<file path="src/sv/nsnc_pkg.sv">
// Types, codes and byte classification helpers for the NaN classifier.
package nsnc_pkg;

   // value kind codes
   localparam logic [2:0] KIND_INTEGER      = 3'd0;
   localparam logic [2:0] KIND_FLOAT        = 3'd1;
   localparam logic [2:0] KIND_STRING       = 3'd2;
   localparam logic [2:0] KIND_BOXED_STRING = 3'd3;
   localparam logic [2:0] KIND_BOOLEAN      = 3'd4;

   // format version that turns undefined and boolean into NaN
   localparam logic [7:0] VERSION_NAN = 8'd7;

   // register indexes
   localparam logic REG_FORMAT_VERSION = 1'b0;

   // characters of interest
   localparam logic [7:0] CHAR_DOT   = 8'h2E;
   localparam logic [7:0] CHAR_PLUS  = 8'h2B;
   localparam logic [7:0] CHAR_MINUS = 8'h2D;
   localparam logic [7:0] CHAR_ZERO  = 8'h30;
   localparam logic [7:0] CHAR_NINE  = 8'h39;
   localparam logic [7:0] CHAR_E     = 8'h65;
   localparam logic [7:0] CHAR_X     = 8'h78;
   localparam logic [7:0] CHAR_LO_A  = 8'h61;
   localparam logic [7:0] CHAR_LO_F  = 8'h66;
   localparam logic [7:0] CHAR_UP_A  = 8'h41;
   localparam logic [7:0] CHAR_UP_F  = 8'h46;

   // saturating character counter
   localparam logic [1:0] POS_MAX = 2'd3;

   // one input transaction
   typedef struct packed {
      logic [2:0] value_kind;
      logic       is_defined;
      logic       string_empty;
      logic [7:0] char_byte;
      logic       is_last;
   } item_type;

   // verdict of one processed transaction
   typedef struct packed {
      logic has_result;
      logic is_nan;
   } verdict_type;

   function automatic logic is_dec(input logic [7:0] c);
      return (c >= CHAR_ZERO) && (c <= CHAR_NINE);
   endfunction

   function automatic logic is_hex(input logic [7:0] c);
      return is_dec(c) || ((c >= CHAR_LO_A) && (c <= CHAR_LO_F)) ||
             ((c >= CHAR_UP_A) && (c <= CHAR_UP_F));
   endfunction

   function automatic logic is_sign(input logic [7:0] c);
      return (c == CHAR_MINUS) || (c == CHAR_PLUS);
   endfunction

endpackage

</file>
<file path="src/sv/numeric_string_nan_classifier_core.sv">
// A transaction accepted into the input register gives its result from the result register.
// Throughput: one transaction per cycle unless a stalled result holds the input register; the
//   input register feeds the scan logic and the result register in a single step.
// A character that ends no value advances the scan state and makes no result.
// Reset (synchronous, active high) clears the scan state, both registers'
//   valid flags and the format version.
module numeric_string_nan_classifier_core
   import nsnc_pkg::*;
(
   input  logic        clock,
   input  logic        reset,
   input  logic        req_tvalid,
   output logic        req_tready,
   input  logic [7:0]  req_tdata,   // [7:0] char_byte
   input  logic [4:0]  req_tuser,   // [2:0] value_kind, [3] is_defined, [4] string_empty
   input  logic        req_tlast,
   output logic        rsp_tvalid,
   input  logic        rsp_tready,
   output logic [7:0]  rsp_tdata,   // [0] is_nan, [7:1] zero
   input  logic        csr_psel,
   input  logic        csr_penable,
   input  logic        csr_pwrite,
   input  logic [2:0]  csr_paddr,
   input  logic [31:0] csr_pwdata,
   output logic [31:0] csr_prdata,
   output logic        csr_pready
);

   logic        in_valid_ff, in_valid_in;
   item_type    in_item_ff, in_item_in;
   logic        rsp_valid_ff, rsp_valid_in;
   logic        rsp_nan_ff, rsp_nan_in;
   logic [7:0]  format_version;
   verdict_type verdict;
   logic        step;

   nsnc_csr u_csr (
      .clock          (clock),
      .reset          (reset),
      .csr_psel       (csr_psel),
      .csr_penable    (csr_penable),
      .csr_pwrite     (csr_pwrite),
      .csr_paddr      (csr_paddr),
      .csr_pwdata     (csr_pwdata),
      .csr_prdata     (csr_prdata),
      .csr_pready     (csr_pready),
      .format_version (format_version)
   );

   nsnc_classify u_classify (
      .clock          (clock),
      .reset          (reset),
      .step           (step),
      .item           (in_item_ff),
      .format_version (format_version),
      .verdict        (verdict)
   );

   // advance the held transaction unless its result would overwrite a stalled one
   assign step = in_valid_ff &&
                 (!verdict.has_result || !rsp_valid_ff || rsp_tready);
   assign req_tready = !in_valid_ff || step;

   always_comb begin
      in_valid_in = in_valid_ff;
      in_item_in  = in_item_ff;
      if (req_tready) begin
         in_valid_in = req_tvalid;
         in_item_in  = '{value_kind:   req_tuser[2:0],
                         is_defined:   req_tuser[3],
                         string_empty: req_tuser[4],
                         char_byte:    req_tdata,
                         is_last:      req_tlast};
      end
   end

   // load the result register, drop it once taken
   always_comb begin
      rsp_valid_in = rsp_valid_ff && !rsp_tready;
      rsp_nan_in   = rsp_nan_ff;
      if (step && verdict.has_result) begin
         rsp_valid_in = 1'b1;
         rsp_nan_in   = verdict.is_nan;
      end
   end

   always_ff @(posedge clock) begin
      if (reset) begin
         in_valid_ff  <= 1'b0;
         rsp_valid_ff <= 1'b0;
      end else begin
         in_valid_ff  <= in_valid_in;
         rsp_valid_ff <= rsp_valid_in;
      end
      in_item_ff <= in_item_in;
      rsp_nan_ff <= rsp_nan_in;
   end

   assign rsp_tvalid = rsp_valid_ff;
   assign rsp_tdata  = {7'd0, rsp_nan_ff};

endmodule

</file>
<file path="src/sv/nsnc_csr.sv">
// Configuration register block holding the format version.
module nsnc_csr
   import nsnc_pkg::*;
(
   input  logic        clock,
   input  logic        reset,
   input  logic        csr_psel,
   input  logic        csr_penable,
   input  logic        csr_pwrite,
   input  logic [2:0]  csr_paddr,
   input  logic [31:0] csr_pwdata,
   output logic [31:0] csr_prdata,
   output logic        csr_pready,
   output logic [7:0]  format_version
);

   logic [7:0] format_version_ff;
   logic [7:0] format_version_in;
   logic       write_hit;

   // decode a completed write to the version register
   assign write_hit = csr_psel && csr_penable && csr_pwrite &&
                      (csr_paddr[2] == REG_FORMAT_VERSION);

   always_comb begin
      format_version_in = format_version_ff;
      if (write_hit) begin
         format_version_in = csr_pwdata[7:0];
      end
   end

   always_ff @(posedge clock) begin
      if (reset) begin
         format_version_ff <= 8'd0;
      end else begin
         format_version_ff <= format_version_in;
      end
   end

   // read back, zero beyond the register list
   always_comb begin
      csr_prdata = 32'd0;
      if (csr_paddr[2] == REG_FORMAT_VERSION) begin
         csr_prdata = {24'd0, format_version_ff};
      end
   end

   assign csr_pready     = 1'b1;
   assign format_version = format_version_ff;

endmodule

</file>
<file path="src/sv/nsnc_classify.sv">
// String scan state and per-transaction NaN verdict.
module nsnc_classify
   import nsnc_pkg::*;
(
   input  logic        clock,
   input  logic        reset,
   input  logic        step,
   input  item_type    item,
   input  logic [7:0]  format_version,
   output verdict_type verdict
);

   logic [1:0] char_position_ff, char_position_in;
   logic [7:0] first_char_ff, first_char_in;
   logic       hex_prefix_seen_ff, hex_prefix_seen_in;
   logic       hex_bad_ff, hex_bad_in;
   logic       dot_seen_ff, dot_seen_in;
   logic       exponent_pending_ff, exponent_pending_in;
   logic       decimal_nan_ff, decimal_nan_in;

   // values after taking the current character
   logic [1:0] t_pos;
   logic [7:0] t_first;
   logic       t_hex_prefix, t_hex_bad, t_dot, t_exp, t_dec_nan;
   logic       is_str, keep_scan;
   logic [7:0] c;

   assign c = item.char_byte;

   // take one character into the scan state
   always_comb begin
      t_pos        = (char_position_ff == POS_MAX) ? POS_MAX : char_position_ff + 2'd1;
      t_first      = first_char_ff;
      t_hex_prefix = hex_prefix_seen_ff;
      t_hex_bad    = hex_bad_ff;
      t_dot        = dot_seen_ff;
      t_exp        = exponent_pending_ff;
      t_dec_nan    = decimal_nan_ff;
      if (char_position_ff == 2'd0) begin
         t_first = c;
         if (!((c == CHAR_DOT) || is_sign(c) || is_dec(c))) begin
            t_dec_nan = 1'b1;
         end
      end else begin
         if (char_position_ff == 2'd1) begin
            t_hex_prefix = (first_char_ff == CHAR_ZERO) && (c == CHAR_X);
         end
         if (char_position_ff[1] && !is_hex(c)) begin
            t_hex_bad = 1'b1;
         end
         if (exponent_pending_ff) begin
            t_exp = 1'b0;
            if (!is_sign(c) && !is_dec(c)) begin
               t_dec_nan = 1'b1;
            end
         end else if ((c == CHAR_DOT) && !dot_seen_ff) begin
            t_dot = 1'b1;
         end else if ((c == CHAR_E) && (char_position_ff != 2'd1)) begin
            if ((char_position_ff == 2'd2) && is_sign(first_char_ff)) begin
               t_dec_nan = 1'b1;
            end else begin
               t_exp = 1'b1;
            end
         end else if (!is_dec(c)) begin
            t_dec_nan = 1'b1;
         end
      end
   end

   // verdict of this transaction
   always_comb begin
      is_str    = item.is_defined &&
                  (item.value_kind inside {KIND_STRING, KIND_BOXED_STRING});
      keep_scan = is_str && !item.string_empty && !item.is_last;
      verdict.has_result = !keep_scan;
      if (is_str) begin
         if (item.string_empty) begin
            verdict.is_nan = 1'b1;
         end else if (char_position_ff[1] && t_hex_prefix) begin
            verdict.is_nan = t_hex_bad;
         end else begin
            verdict.is_nan = t_dec_nan ||
               !(is_sign(c) || (c == CHAR_E) || (c == CHAR_DOT) || is_dec(c));
         end
      end else if (item.is_defined &&
                   (item.value_kind inside {KIND_INTEGER, KIND_FLOAT})) begin
         verdict.is_nan = 1'b0;
      end else if (item.is_defined && (item.value_kind != KIND_BOOLEAN)) begin
         verdict.is_nan = 1'b1;
      end else begin
         verdict.is_nan = (format_version == VERSION_NAN);
      end
   end

   // advance the scan or clear it at the end of a value
   always_comb begin
      char_position_in    = char_position_ff;
      first_char_in       = first_char_ff;
      hex_prefix_seen_in  = hex_prefix_seen_ff;
      hex_bad_in          = hex_bad_ff;
      dot_seen_in         = dot_seen_ff;
      exponent_pending_in = exponent_pending_ff;
      decimal_nan_in      = decimal_nan_ff;
      if (step) begin
         if (keep_scan) begin
            char_position_in    = t_pos;
            first_char_in       = t_first;
            hex_prefix_seen_in  = t_hex_prefix;
            hex_bad_in          = t_hex_bad;
            dot_seen_in         = t_dot;
            exponent_pending_in = t_exp;
            decimal_nan_in      = t_dec_nan;
         end else begin
            char_position_in    = 2'd0;
            first_char_in       = 8'd0;
            hex_prefix_seen_in  = 1'b0;
            hex_bad_in          = 1'b0;
            dot_seen_in         = 1'b0;
            exponent_pending_in = 1'b0;
            decimal_nan_in      = 1'b0;
         end
      end
   end

   always_ff @(posedge clock) begin
      if (reset) begin
         char_position_ff    <= 2'd0;
         first_char_ff       <= 8'd0;
         hex_prefix_seen_ff  <= 1'b0;
         hex_bad_ff          <= 1'b0;
         dot_seen_ff         <= 1'b0;
         exponent_pending_ff <= 1'b0;
         decimal_nan_ff      <= 1'b0;
      end else begin
         char_position_ff    <= char_position_in;
         first_char_ff       <= first_char_in;
         hex_prefix_seen_ff  <= hex_prefix_seen_in;
         hex_bad_ff          <= hex_bad_in;
         dot_seen_ff         <= dot_seen_in;
         exponent_pending_ff <= exponent_pending_in;
         decimal_nan_ff      <= decimal_nan_in;
      end
   end

endmodule

</file>
<file path="config.mk">
export PLATFORM = sky130hd
export DESIGN_NAME = numeric_string_nan_classifier_core
export DESIGN_NICKNAME = d
export VERILOG_FILES = /design/src/sv/nsnc_pkg.sv /design/src/sv/numeric_string_nan_classifier_core.sv /design/src/sv/nsnc_csr.sv /design/src/sv/nsnc_classify.sv
export SDC_FILE = /design/constraint.sdc
export NUM_CORES = 1
export LEC_CHECK = 0
export ABC_AREA = 1
export BUFFER_PORTS_ARGS = -buffer_cell sky130_fd_sc_hd__clkbuf_2
export CAP_MARGIN = 20
export CORE_MARGIN = 10
export CORE_UTILIZATION = 39
export DETAILED_ROUTE_END_ITERATION = 8
export PLACE_DENSITY = 0.68
export SYNTH_ARGS = -nofsm -noshare
export SYNTH_HDL_FRONTEND = slang
export SYNTH_HIERARCHICAL = 1
export SYNTH_SLANG_ARGS = --single-unit
</file>
<file path="constraint.sdc">
create_clock -name clock -period 3.5 [get_ports clock]
set_input_delay 0.525 -clock clock [delete_from_list [all_inputs] [get_ports clock]]
set_output_delay 0.525 -clock clock [all_outputs]
set_load 0.05 [all_outputs]
</file>
; After elaboration in Yosys (flattened, before gate mapping)
; Cells that the tools add are included.
[totals]
ff_bits = 40
in_bits = 56
out_inout_bits = 43
wordCells = 133
[op_classes]
add_sub_neg = 1
magnitude_cmp = 6
n_eq_ne = 21
mux = 36
bitwise_logic = 1
n_reduce_logical = 52
[ops]
columns = cell, count
row1 = "8-bit by 6-bit equality test with 1-bit output, second input constant", 6
row2 = 1-bit 2-to-1 mux, 31
row3 = 8-bit 2-to-1 mux, 3
row4 = 1-bit logical AND, 21
row5 = "8-bit by 7-bit equality test with 1-bit output, second input constant", 2
row6 = "8-bit by 7-bit >= comparator with 1-bit output, second input constant", 2
row7 = "8-bit by 7-bit <= comparator with 1-bit output, second input constant", 2
row8 = 1-bit logical OR, 13
row9 = 1-bit zero test, 11
row10 = "8-bit by 3-bit equality test with 1-bit output, second input constant", 1
row11 = "8-bit by 6-bit >= comparator with 1-bit output, second input constant", 1
row12 = "8-bit by 6-bit <= comparator with 1-bit output, second input constant", 1
row13 = "2-bit != test, second input constant", 4
row14 = "3-bit by 2-bit equality test with 1-bit output, second input constant", 2
row15 = "2-bit equality test, second input constant", 2
row16 = 2-bit 2-to-1 mux, 2
row17 = 2-bit AND reduction, 2
row18 = 4-bit AND reduction, 1
row19 = 2-bit nonzero test, 2
row20 = "3-bit by 1-bit equality test with 1-bit output, second input constant", 1
row21 = 3-bit zero test, 1
row22 = "3-bit != test, second input constant", 1
row23 = "2-bit by 1-bit adder with 2-bit output, second input constant", 1
row24 = "2-bit by 1-bit equality test with 1-bit output, second input constant", 1
row25 = 3 further kinds, 3

; Longest topological paths before layout
; Gate-level depths: netlist of the first run.
[depth]
word_depth = 12
depth_mapped = 12
mapped_depth_nobuf = 12

; By module
; Netlist of the first run, hierarchy kept.
[modules_own_cells]
columns = module, n_inst, cells_each, area_each_um2, seq_area_each_um2
row1 = nsnc_classify, 1, 164, 1016.0, 300.3
row2 = nsnc_csr, 1, 100, 669.4, 160.2
row3 = numeric_string_nan_classifier_core, 1, 40, 625.6, 490.5

; Worst setup path before layout of the first run
; Ideal clock, no wire load.
[synth_timing]
path_kind = register -> register
start = register in_item_ff[13] (netlist bit)
end = register u_classify.first_char_ff[1]
setup_time_ps = 73
arrival_time_ps = 2035
required_time_ps = 3427
setup_slack_ps = 1392
path_stages_with_launch = 10
synth_period_minus_slack_ps = 2108
path_cell_list = edfxtp_1 -> nor2_2 -> nand2_2 -> nor3_4 -> inv_2 -> a31oi_1 -> inv_1 -> nor2_4 -> nand2_4 -> o22ai_2
[synth_via]
elab_chain_cells = 9
[synth_lines]
columns = element, line
row1 = from (decl), numeric_string_nan_classifier_core.sv:30  ; item_type in_item_ff, in_item_in;
row2 = from (signal assigned), numeric_string_nan_classifier_core.sv:95  ; in_item_ff <= in_item_in;
row3 = 3-bit by 2-bit equality test with 1-bit output, nsnc_classify.sv:73  ; (item.value_kind inside {KIND_STRING, KIND_BOXED_STRING});
row4 = 2-bit nonzero test *, nsnc_classify.sv:73
row5 = 1-bit logical AND *, nsnc_classify.sv:72  ; is_str = item.is_defined &&
row6 = 1-bit logical AND * (2 in series), nsnc_classify.sv:74  ; keep_scan = is_str && !item.string_empty && !item.is_last;
row7 = 1-bit logical OR * (2 in series), numeric_string_nan_classifier_core.sv:61  ; (!verdict.has_result || !rsp_valid_ff || rsp_tready);
row8 = 1-bit logical AND *, numeric_string_nan_classifier_core.sv:60  ; assign step = in_valid_ff &&
row9 = net step, numeric_string_nan_classifier_core.sv:35  ; logic step;
row10 = 2-bit AND reduction (no source line) *, --
row11 = to (signal assigned), nsnc_classify.sv:136  ; first_char_ff <= first_char_in;
row12 = to (decl), nsnc_classify.sv:14  ; logic [7:0] first_char_ff, first_char_in;
; Mark *: on every way through the listed nets, which the timed path passes. The rest lies on a longest branch.
; A chain may end at the register's enable or synchronous reset.

; Final worst setup path of the first run
[layout_timing]
start = register in_item_ff[13] (netlist bit)
end = output port req_tready
[layout_via]
elab_chain_cells = 9
[layout_lines]
columns = element, line
row1 = 3-bit by 2-bit equality test with 1-bit output, nsnc_classify.sv:73
row2 = 2-bit nonzero test *, nsnc_classify.sv:73
row3 = 1-bit logical AND *, nsnc_classify.sv:72
row4 = 1-bit logical AND * (2 in series), nsnc_classify.sv:74
row5 = 1-bit logical OR * (2 in series), numeric_string_nan_classifier_core.sv:61
row6 = 1-bit logical AND *, numeric_string_nan_classifier_core.sv:60
row7 = 1-bit logical OR *, numeric_string_nan_classifier_core.sv:62  ; assign req_tready = !in_valid_ff || step;
row8 = to (decl), numeric_string_nan_classifier_core.sv:13  ; output logic req_tready,
; Every way passes the cells marked *; elsewhere a longest branch is shown, timed or not.

==> summary.md, run 1 <==
| Metric | Value |
|---|---|
| Worst Tran Pin Value | `between 500 and 600 ps` |
| Ranking of synthesized cells by area | `dfxtp_1, edfxtp_1, buf_4` |
| WL final | `4.692 mm` |
| DRC Markers | `0` |
| Design Area, Final | `0.002545 sq mm` |
| Share of the synthesized area in the top cell type | `0.2166` |
| Crit path launch type | `flop` |
| Setup bufs post-CTS | `0` |
| RSZ-0062 raised after global routing | `false` |
| H-tree depth | `2` |
| Minimum clock period | `2556 ps` |
| Port bufs | `40` |
| Worst rel slew slack | `0.6555` |
| DP Worst Slack | `roughly 1200 ps` |
| Via count | `between 1.5k and 2k` |
| Internal Power | `0.6987 mW` |
| Gp weighted congestion | `0.8903` |
| Ys async rst share | `0` |
| Io pins | `99` |
| EDFF count, synth | `15` |
| HP Start | `req_tdata[5]` |
| Fmax | `between 300 and 400 MHz` |
| FF-to-FF Start | `in_item_ff[13]` |
| Area of the die | `0.009404 sq mm` |
| Lkg Pwr | `1.245 nW` |
| Post-DP Area | `0.002455 sq mm` |
| Worst-case clock buffer depth | `2` |
| Leading cell type in the layout, fill and taps excluded | `nand2_1` |
| WL/cell | `around 11 microns` |
| Dpl cells | `411` |
| Syn avg cell area | `7.602 sq um` |
| Die Height | `96.98 microns` |
| DP HPWL | `3.825 mm` |
| Number of global-route vias before repair | `roughly 1.9k` |
| Main synth FF type | `dfxtp_1` |
| Pre-antenna DRT Iters | `4` |
| HP Class | `in -> reg` |
| Synth Cell Area | `0.002311 sq mm` |
| Combinational power share | `0.182` |
| Cts hold-fix bufs | `0` |
| TNS Setup | `0 ps` |
| Global-route wire length before repair | `around 7.9 mm` |
| Hold path depth | `1` |
| Clk pwr share | `0.306` |
| Core Area | `0.005642 sq mm` |
| Initial antenna violation count | `0` |
| Root Buffer | `clkbuf_8` |
| Most frequent cells in the layout | `nand2_1, inv_1, clkbuf_2, nor2_1, conb_1` |
| Max-Cap Viols | `0` |
| Setup ws final | `943.9 ps` |
| Sw frac | `0.3054` |
| Initial core utilization | `0.4096` |
| GRT overflow | `0` |
| CTS tree | `done` |
| Post-synth top area cell | `dfxtp_1` |
| Gr usage total | `0.09760` |
| Post-synthesis cell type count | `32` |
| Reg2reg end | `u_classify/first_char_ff[4]` |
| Layout cell share with drive strength beyond 1 | `0.2363` |
| Flop2flop setup slack | `1480 ps` |
| Element type at the critical path end | `output port` |
| Via density per instance | `around 4.4` |
| Worst Hold Endpoint | `in_item_ff[6]` |
| Seq/Total Area, Yosys | `0.4115` |
| Reg clk slew, reported paths | `roughly 70 ps` |
| Crit path arrival time | `2030 ps` |
| Skew final | `roughly 7.5 ps` |
| WP data required | `2970 ps` |
| R2R depth | `10` |
| Status | `finished, final reports clean` |
| Detailed Route Iter0 Violations | `between 100 and 150` |
| Layout area overhead | `10.12%` |
| Cells after Synth | `roughly 300` |
| Final Non-Filler Cells | `between 400 and 500` |
| Ys Warns | `6` |
| Die Wd | `96.98 microns` |
| Site row count | `27` |
| WHS | `409.4 ps` |
| Post-DRT Antenna Nets | `0` |
| Synthesized flop and latch total | `40` |
| Worst-Skew Late Latency | `290 ps` |
| CP Class | `reg -> out` |
| Cts repair resizes | `0` |
| Setup violators final | `0` |
| Final Cycle Share | `0.7303` |
| Slew Viols, Final | `0` |
| Peak supply drop | `0.2097 mV` |
| Power Dens Cells | `395.3 mW/mm^2` |
| Register share of total power | `0.512` |
| Ant. Diodes | `0` |
| Worst-path fanout max | `16` |
| # clock sinks | `40` |
| Fin. Hold Viols | `0` |
| Final nets | `402` |
| CTS buffer count | `5` |
| Largest net degree at the start of global routing | `17` |
| P_sw | `about 0.31 mW` |
==> stage by stage <==
step                      utilization  total power [mW]
after CTS                      0.4511             1.019
after detailed placement       0.4351            0.7071
after global routing           0.4511             1.054
after floorplan                     -            0.7010
after global placement         0.4351            0.7048
final                          0.4511             1.006
==> worst max-delay path, stage by stage (launching register included) <==
cell,delay (ps)
edfxtp_1,400
nor2_2,130
nand2_2,70
nor3_4,230
inv_2,150
nand4_2,390
clkbuf_2,360
==> sequential cells by signal (all words and copies together) (netlist names) <==
signal and cells:
in_item_ff 14, in_valid_ff 1, rsp_nan_ff 1, rsp_tvalid 1, u_classify/char_position_ff 2, u_classify/decimal_nan_ff 1
u_classify/dot_seen_ff 1, u_classify/exponent_pending_ff 1, u_classify/first_char_ff 8, u_classify/hex_bad_ff 1, u_classify/hex_prefix_seen_ff 1, u_csr/format_version 8
==> worst max-delay path by stage <==
stage,to,slack [ps],start,cells after the start
3_3_place_gp,req_tready,1270,in_item_ff[13],6
6_report,req_tready,940,in_item_ff[13],6
4_1_cts,req_tready,910,in_item_ff[13],6
2_1_floorplan,u_classify/first_char_ff[1],1390,in_item_ff[13],9
5_1_grt,req_tready,790,in_item_ff[13],6
3_5_place_dp,req_tready,1240,in_item_ff[13],6
==> per-layer routing <==
metal | share of wire | up-vias | track usage | routed length [microns]
li1 | - | 965 | - | -
met1 | 0.42 | 806 | 0.1008 | 1956
met2 | 0.47 | 58 | 0.1672 | 2217
met3 | 0.092 | 7 | 0.04400 | 432
met4 | 0.018 | 0 | 0.04059 | 85
met5 | 0 | - | 0 | 0
==> power by group through the flow <==
stage,Clock (mW),Sequential (mW),Combinational [mW]
finish,0.308,0.515,0.183
global route,0.337,0.518,0.199
CTS,0.322,0.515,0.182
detailed placement,0,0.526,0.181
global placement,0,0.525,0.180
floorplan,0,0.524,0.177
==> synth_stat cells, types with 2 or more instances <==
library cell,number
nor2_4,2
o21ai_2,2
a21oi_1,7
dfxtp_1,25
nand2_1,57
o22ai_2,2
inv_2,5
nor2_1,34
o21ai_1,7
conb_1,3
nand3_1,23
buf_4,33
a31oi_1,2
edfxtp_1,15
nor2_2,11
a21oi_2,3
nand4_1,4
o21ai_0,4
inv_1,49
nand2_4,2
nand2_2,2
nor3_1,2
==> cell type report <==
cell class / instances / area [sq um]
sequential: 40 / 950.9
inverter: 55 / 207.7
tap: 72 / 90.09
clock buffer: 8 / 90.09
timing repair buffer: 41 / 207.7
multi-input combinational: 203 / 998.5
fill: 591 / 3097
==> cell families after synthesis <==
kind of cell / synth area share
AND/OR/NAND/NOR: 0.2956
other: 0.004872
flip-flops: 0.4115
buffers and inverters: 0.2036
AO/OA/AOI/OAI: 0.08446
Note: power is estimated with default switching activity, not from simulation.
==> run 2: changes to the inputs <==
PLACE_DENSITY = 0.7   (was 0.68)
clock period = 2.1 ns   (was 3.5 ns; I/O delays follow)
==> summary.md, run 2 (same netlist as run 1, synthesis figures left out) <==
| Metric | Value |
|---|---|
| DP HPWL | `3.868 mm (was 3.825 mm)` |
| Peak supply drop | `0.5064 mV (was 0.2097 mV)` |
| H-tree depth | `2 (unchanged)` |
| DRC Markers | `0 (unchanged)` |
| Layout area overhead | `11.80% (was 10.12%)` |
| Global-route wire length before repair | `7.845 mm (was 7.907 mm)` |
| CTS buffer count | `5 (unchanged)` |
| Cts repair resizes | `0 (unchanged)` |
| WP data required | `1780 ps (was 2970 ps)` |
| Initial antenna violation count | `0 (unchanged)` |
| Die Height | `96.98 microns (unchanged)` |
| Internal Power | `1.250 mW (was 0.6987 mW)` |
| Max reg flops | `14 (unchanged)` |
| WL final | `4.650 mm (was 4.692 mm)` |
| Combinational power share | `0.174 (was 0.182)` |
| TNS Setup | `0 ps (unchanged)` |
| Tot Pwr | `1.767 mW (was 1.006 mW)` |
| Detailed Route Iter0 Violations | `68 (was 129)` |
| Layout cell share with drive strength beyond 1 | `0.2464 (was 0.2363)` |
| Crit-path slowest cell | `edfxtp_1 (unchanged)` |
| Element type at the critical path end | `output port (unchanged)` |
| Root Buffer | `clkbuf_8 (unchanged)` |
| Port bufs | `40 (unchanged)` |
| Ant. Diodes | `0 (unchanged)` |
| Cts hold-fix bufs | `0 (unchanged)` |
| GRT overflow | `0 (unchanged)` |
| Skew final | `6.210 ps (was 7.483 ps)` |
| Largest net degree at the start of global routing | `14 (was 17)` |
| Io pins | `99 (unchanged)` |
| Number of global-route vias before repair | `1745 (was 1860)` |
| Most flops, register | `in_item_ff (unchanged)` |
| Die Wd | `96.98 microns (unchanged)` |
| Leading cell type in the layout, fill and taps excluded | `nand2_1 (unchanged)` |
| HP Start | `req_tdata[7] (was req_tdata[5])` |
| Most frequent cells in the layout | `nand2_1, inv_1, clkbuf_2, nor2_1, conb_1 (unchanged)` |
| Fmax | `508.0 MHz` |
| Final Cycle Share | `0.9374` |
| Site row count | `27 (unchanged)` |
| Worst-path fanout max | `7 (was 16)` |
| Via count | `1856 (was 1836)` |
| Crit path arrival time | `1650 ps (was 2030 ps)` |
| Max-Cap Viols | `0 (unchanged)` |
| Lkg Pwr | `1.265 nW (was 1.245 nW)` |
| Final nets | `404 (was 402)` |
| Area of the die | `0.009404 sq mm (unchanged)` |
| CTS tree | `done (unchanged)` |
| Slew Viols, Final | `0 (unchanged)` |
| Pre-antenna DRT Iters | `4 (unchanged)` |
| CP Class | `reg -> out (unchanged)` |
| Post-DRT Antenna Nets | `0 (unchanged)` |
| Sw frac | `0.2926 (was 0.3054)` |
| Fill cells | `570 (was 591)` |
| Setup violators final | `0 (unchanged)` |
| Layout Utilization | `0.4580 (was 0.4511)` |
| Reg2reg end | `rsp_nan_ff (was u_classify/first_char_ff[4])` |
| Hold path depth | `1 (unchanged)` |
| Reg clk slew, reported paths | `70 ps (about the same)` |
| Gr usage total | `0.09771 (was 0.09760)` |
| Clk pwr share | `0.340 (was 0.306)` |
| Core Area | `0.005642 sq mm (unchanged)` |
| Setup bufs post-CTS | `0 (unchanged)` |
| P_sw | `0.5172 mW (was 0.3072 mW)` |
| Status | `finished, final reports clean (unchanged)` |
| Minimum clock period | `1969 ps` |
| Flop2flop setup slack | `310 ps (was 1480 ps)` |
| Via density per instance | `4.409 (was 4.382)` |
| Gp weighted congestion | `0.8997 (was 0.8903)` |
| HP Class | `in -> reg (unchanged)` |
| RSZ-0062 raised after global routing | `false (unchanged)` |
| FF-to-FF Start | `in_item_ff[3] (was in_item_ff[13])` |
| Worst-case clock buffer depth | `2 (unchanged)` |
| CP cell instances | `nor2_2, nand2_2, nor3_4, inv_2, nand4_2, clkbuf_2 (unchanged)` |
| Initial core utilization | `0.4096 (unchanged)` |
| Worst Hold Endpoint | `in_item_ff[8] (was in_item_ff[6])` |
| R2R depth | `10 (unchanged)` |
| # clock sinks | `40 (unchanged)` |
| Worst-Skew Late Latency | `290 ps (about the same)` |
| WL/cell | `11.05 microns (was 11.20 microns)` |
| Power Dens Cells | `684.0 mW/mm^2 (was 395.3 mW/mm^2)` |
| Register share of total power | `0.486 (was 0.512)` |
| Crit path launch type | `flop (unchanged)` |
| Crit path largest cell delay | `400 ps (about the same)` |
| Fin. Hold Viols | `0 (unchanged)` |
[run 2: power by group through the flow]
| stage | Sequential [mW] | Clock (mW) | Combinational (mW) |
|---|---|---|---|
| final | 0.858 | 0.602 | 0.307 |
| after global routing | 0.862 | 0.659 | 0.335 |
| after CTS | 0.859 | 0.623 | 0.305 |
| after detailed placement | 0.877 | 0 | 0.304 |
| after global placement | 0.876 | 0 | 0.301 |
| after floorplan | 0.874 | 0 | 0.296 |
[run 2: per-stage QoR]
step	setup slack [ps]	hold WS (ps)	cell area, sq um	cells
floorplan	201.6	377.4	2426	333
global placement	357.6	446.2	2476	413
detailed placement	356.2	447.8	2476	413
CTS	107.7	187.6	2584	421
finish	131.4	197.9	2584	421
global route	26.56	177.7	2584	421
[run 2: worst max-delay path by stage]
stage                                        endpoint           start  slack [ps]
after detailed placement                   rsp_nan_ff   in_item_ff[3]         360
after global placement                     rsp_nan_ff   in_item_ff[3]         360
after CTS                                  req_tready  in_item_ff[13]         110
final                                      req_tready  in_item_ff[13]         130
after global routing                       req_tready  in_item_ff[13]          30
after floorplan           u_classify/first_char_ff[1]  in_item_ff[13]         200
[run 2: routing by layer]
metal	wire length, microns	vias up	share of wire	GRT usage
met2	2173	59	0.47	0.1549
met1	1961	821	0.42	0.1095
met5	0	-	0	0
met3	425	6	0.091	0.04542
li1	-	970	-	-
met4	89	0	0.019	0.04284
[run 2: critical path, delay by kind of cell (launching register included)]
kind                   cells  cell delay [ps]
and+or+nand+nor            4              540
DFF                        1              400
buffers and inverters      2              430
[run 2: final cells by class]
type | count | area, sq um | share of cell area
Clock inverter | 2 | 35.03 | 0.01356
Timing Repair Buffer | 43 | 222.7 | 0.08620
Tap cell | 72 | 90.09 | 0.03487
Multi-Input combinational cell | 203 | 1005 | 0.3889
Inverter | 55 | 207.7 | 0.08039
Clock buffer | 6 | 72.57 | 0.02809
Sequential cell | 40 | 950.9 | 0.3680
==> run 3: changes to the inputs <==
==> constraint.sdc (replaced) <==
create_clock -name clock -period 2.1 [get_ports clock]
set_input_delay 0.21 -clock clock [delete_from_list [all_inputs] [get_ports clock]]
set_output_delay 0.21 -clock clock [all_outputs]
set_load 0.05 [all_outputs]
==> summary.md, run 3 (same netlist as run 1, synthesis figures left out) <==
| Metric | Value |
|---|---|
| Status | `finished, final reports clean (unchanged)` |
| CP cell instances | `nor2_1, nand2_1, nor2_1, nand3_1, a21oi_1, inv_1, nand3_1, nand2_1, nand2_1, nand2_1 (was nor2_2, nand2_2, nor3_4, inv_2, nand4_2, clkbuf_2)` |
| H-tree depth | `2 (unchanged)` |
| DP Worst Slack | `352.7 ps (was 356.2 ps)` |
| Slew Viols, Final | `0 (unchanged)` |
| Die Wd | `96.98 microns (unchanged)` |
| Leading cell type in the layout, fill and taps excluded | `nand2_1 (unchanged)` |
| Port bufs | `40 (unchanged)` |
| Largest net degree at the start of global routing | `13 (was 14)` |
| HP Class | `in -> reg (unchanged)` |
| Peak supply drop | `0.3974 mV (was 0.5064 mV)` |
| Max-Cap Viols | `0 (unchanged)` |
| Gp weighted congestion | `0.9069 (was 0.8997)` |
| Most frequent cells in the layout | `nand2_1, inv_1, clkbuf_2, nor2_1, conb_1 (unchanged)` |
| Root Buffer | `clkbuf_8 (unchanged)` |
| GRT overflow | `0 (unchanged)` |
| Fin. Hold Viols | `0 (unchanged)` |
| Number of global-route vias before repair | `1734 (was 1745)` |
| Initial antenna violation count | `0 (unchanged)` |
| Crit path arrival time | `1820 ps (was 1650 ps)` |
| Layout area overhead | `10.94% (was 11.80%)` |
| TNS Setup | `0 ps (unchanged)` |
| Final nets | `405 (was 404)` |
| Pre-antenna DRT Iters | `4 (unchanged)` |
| Dpl cells | `414 (was 413)` |
| Area of the die | `0.009404 sq mm (unchanged)` |
| Gr usage total | `0.09916 (was 0.09771)` |
| Detailed Route Iter0 Violations | `103 (was 68)` |
| DP HPWL | `3.883 mm (was 3.868 mm)` |
| Setup ws final | `318.1 ps (was 131.4 ps)` |
| Worst-Skew Late Latency | `290 ps (about the same)` |
| Global-route wire length before repair | `8.073 mm (was 7.845 mm)` |
| # clock sinks | `40 (unchanged)` |
| Post-DRT Antenna Nets | `0 (unchanged)` |
| CTS buffer count | `5 (unchanged)` |
| Worst-path fanout max | `7 (unchanged)` |
| Cell mode on critical path | `nand2_1` |
| Max reg flops | `14 (unchanged)` |
| Core Area | `0.005642 sq mm (unchanged)` |
| Initial core utilization | `0.4096 (unchanged)` |
| RSZ-0062 raised after global routing | `false (unchanged)` |
| Lkg Pwr | `1.254 nW (was 1.265 nW)` |
| Power Dens Cells | `639.6 mW/mm^2 (was 684.0 mW/mm^2)` |
| Ant. Diodes | `0 (unchanged)` |
| CP Class | `reg -> reg (was reg -> out)` |
| Most flops, register | `in_item_ff (unchanged)` |
| WL/cell | `11.07 microns (was 11.05 microns)` |
| CTS tree | `done (unchanged)` |
| Crit path launch type | `flop (unchanged)` |
| Die Height | `96.98 microns (unchanged)` |
| DRC Markers | `0 (unchanged)` |
| Cts repair resizes | `0 (unchanged)` |
| Minimum clock period | `1782 ps (was 1969 ps)` |
| Reg clk slew, reported paths | `80 ps (was 70 ps)` |
| Skew final | `8.594 ps (was 6.210 ps)` |
| Fmax | `561.2 MHz (was 508.0 MHz)` |
| Via density per instance | `4.415 (was 4.409)` |
| Worst-case clock buffer depth | `2 (unchanged)` |
| Crit-path slowest cell | `edfxtp_1 (unchanged)` |
| Layout cell share with drive strength beyond 1 | `0.2429 (was 0.2464)` |
| Final Non-Filler Cells | `422 (was 421)` |
| WP data required | `2130 ps (was 1780 ps)` |
| Final Cycle Share | `0.8485 (was 0.9374)` |
| Setup bufs post-CTS | `0 (unchanged)` |
| Setup violators final | `0 (unchanged)` |
| Element type at the critical path end | `flop (was output port)` |
| Via count | `1863 (was 1856)` |
| Fill cells | `583 (was 570)` |
| Cts hold-fix bufs | `0 (unchanged)` |
| Io pins | `99 (unchanged)` |
| Crit path largest cell delay | `500 ps (was 400 ps)` |
| WL final | `4.670 mm (was 4.650 mm)` |
| Site row count | `27 (unchanged)` |
run 3: cell types whose count changed in the layout (fill, tap and decap cells not counted):
| cell | before | now |
|---|---|---|
| clkinv_2 | 2 | 1 |
| buf_4 | 3 | 4 |
| bufinv_16 | 1 | 0 |
| clkinv_1 | 0 | 2 |
run 3: power by group:
group | switching, mW | internal [mW] | leakage, nW | total, mW
Combinational | 0.242 | 0.0647 | 0.854 | 0.307
Clock | 0.248 | 0.226 | 0.0403 | 0.474
Sequential | 0.0255 | 0.833 | 0.360 | 0.859
Total | 0.515 | 1.12 | 1.25 | 1.64
run 3: layout make-up:
cell class	instances	area (sq um)	area share
Multi-Input combinational cell	203	1005	0.3919
Sequential cell	40	950.9	0.3709
Timing Repair Buffer	44	230.2	0.08980
Inverter	55	207.7	0.08102
Tap cell	72	90.09	0.03514
Clock buffer	6	72.57	0.02831
Clock inverter	2	7.507	0.002928
run 3: stage by stage:
step	hold slack (ps)	total power, mW	area (sq um)	utilization
2_1_floorplan	272.4	1.169	2426	-
3_3_place_gp	387.0	1.177	2484	0.4402
3_5_place_dp	388.7	1.181	2484	0.4402
4_1_cts	78.83	1.662	2564	0.4544
5_1_grt	75.29	1.733	2564	0.4544
6_report	89.38	1.640	2564	0.4544
run 3: critical path: cells and delay by family (launching register included):
family	cells	cell delay (ps)
simple gates	8	700
flops	1	500
compound gates	1	230
buf+inv	1	70
run 3: metal layers:
metal	GRT usage	wire, microns	vias up
li1	-	-	975
met1	0.1137	1865	814
met2	0.1631	2256	67
met3	0.04187	472	7
met4	0.03044	76	0
met5	0	0	-
run 3: final timing paths:
path,to,start,slack (ps),cells past startpoint
max,rsp_nan_ff,in_item_ff[3],320,10
min,in_item_ff[8],req_tdata[7],90,1
max reg2reg,rsp_nan_ff,in_item_ff[3],320,10
min reg2reg,u_classify/first_char_ff[6],u_classify/first_char_ff[6],460,2
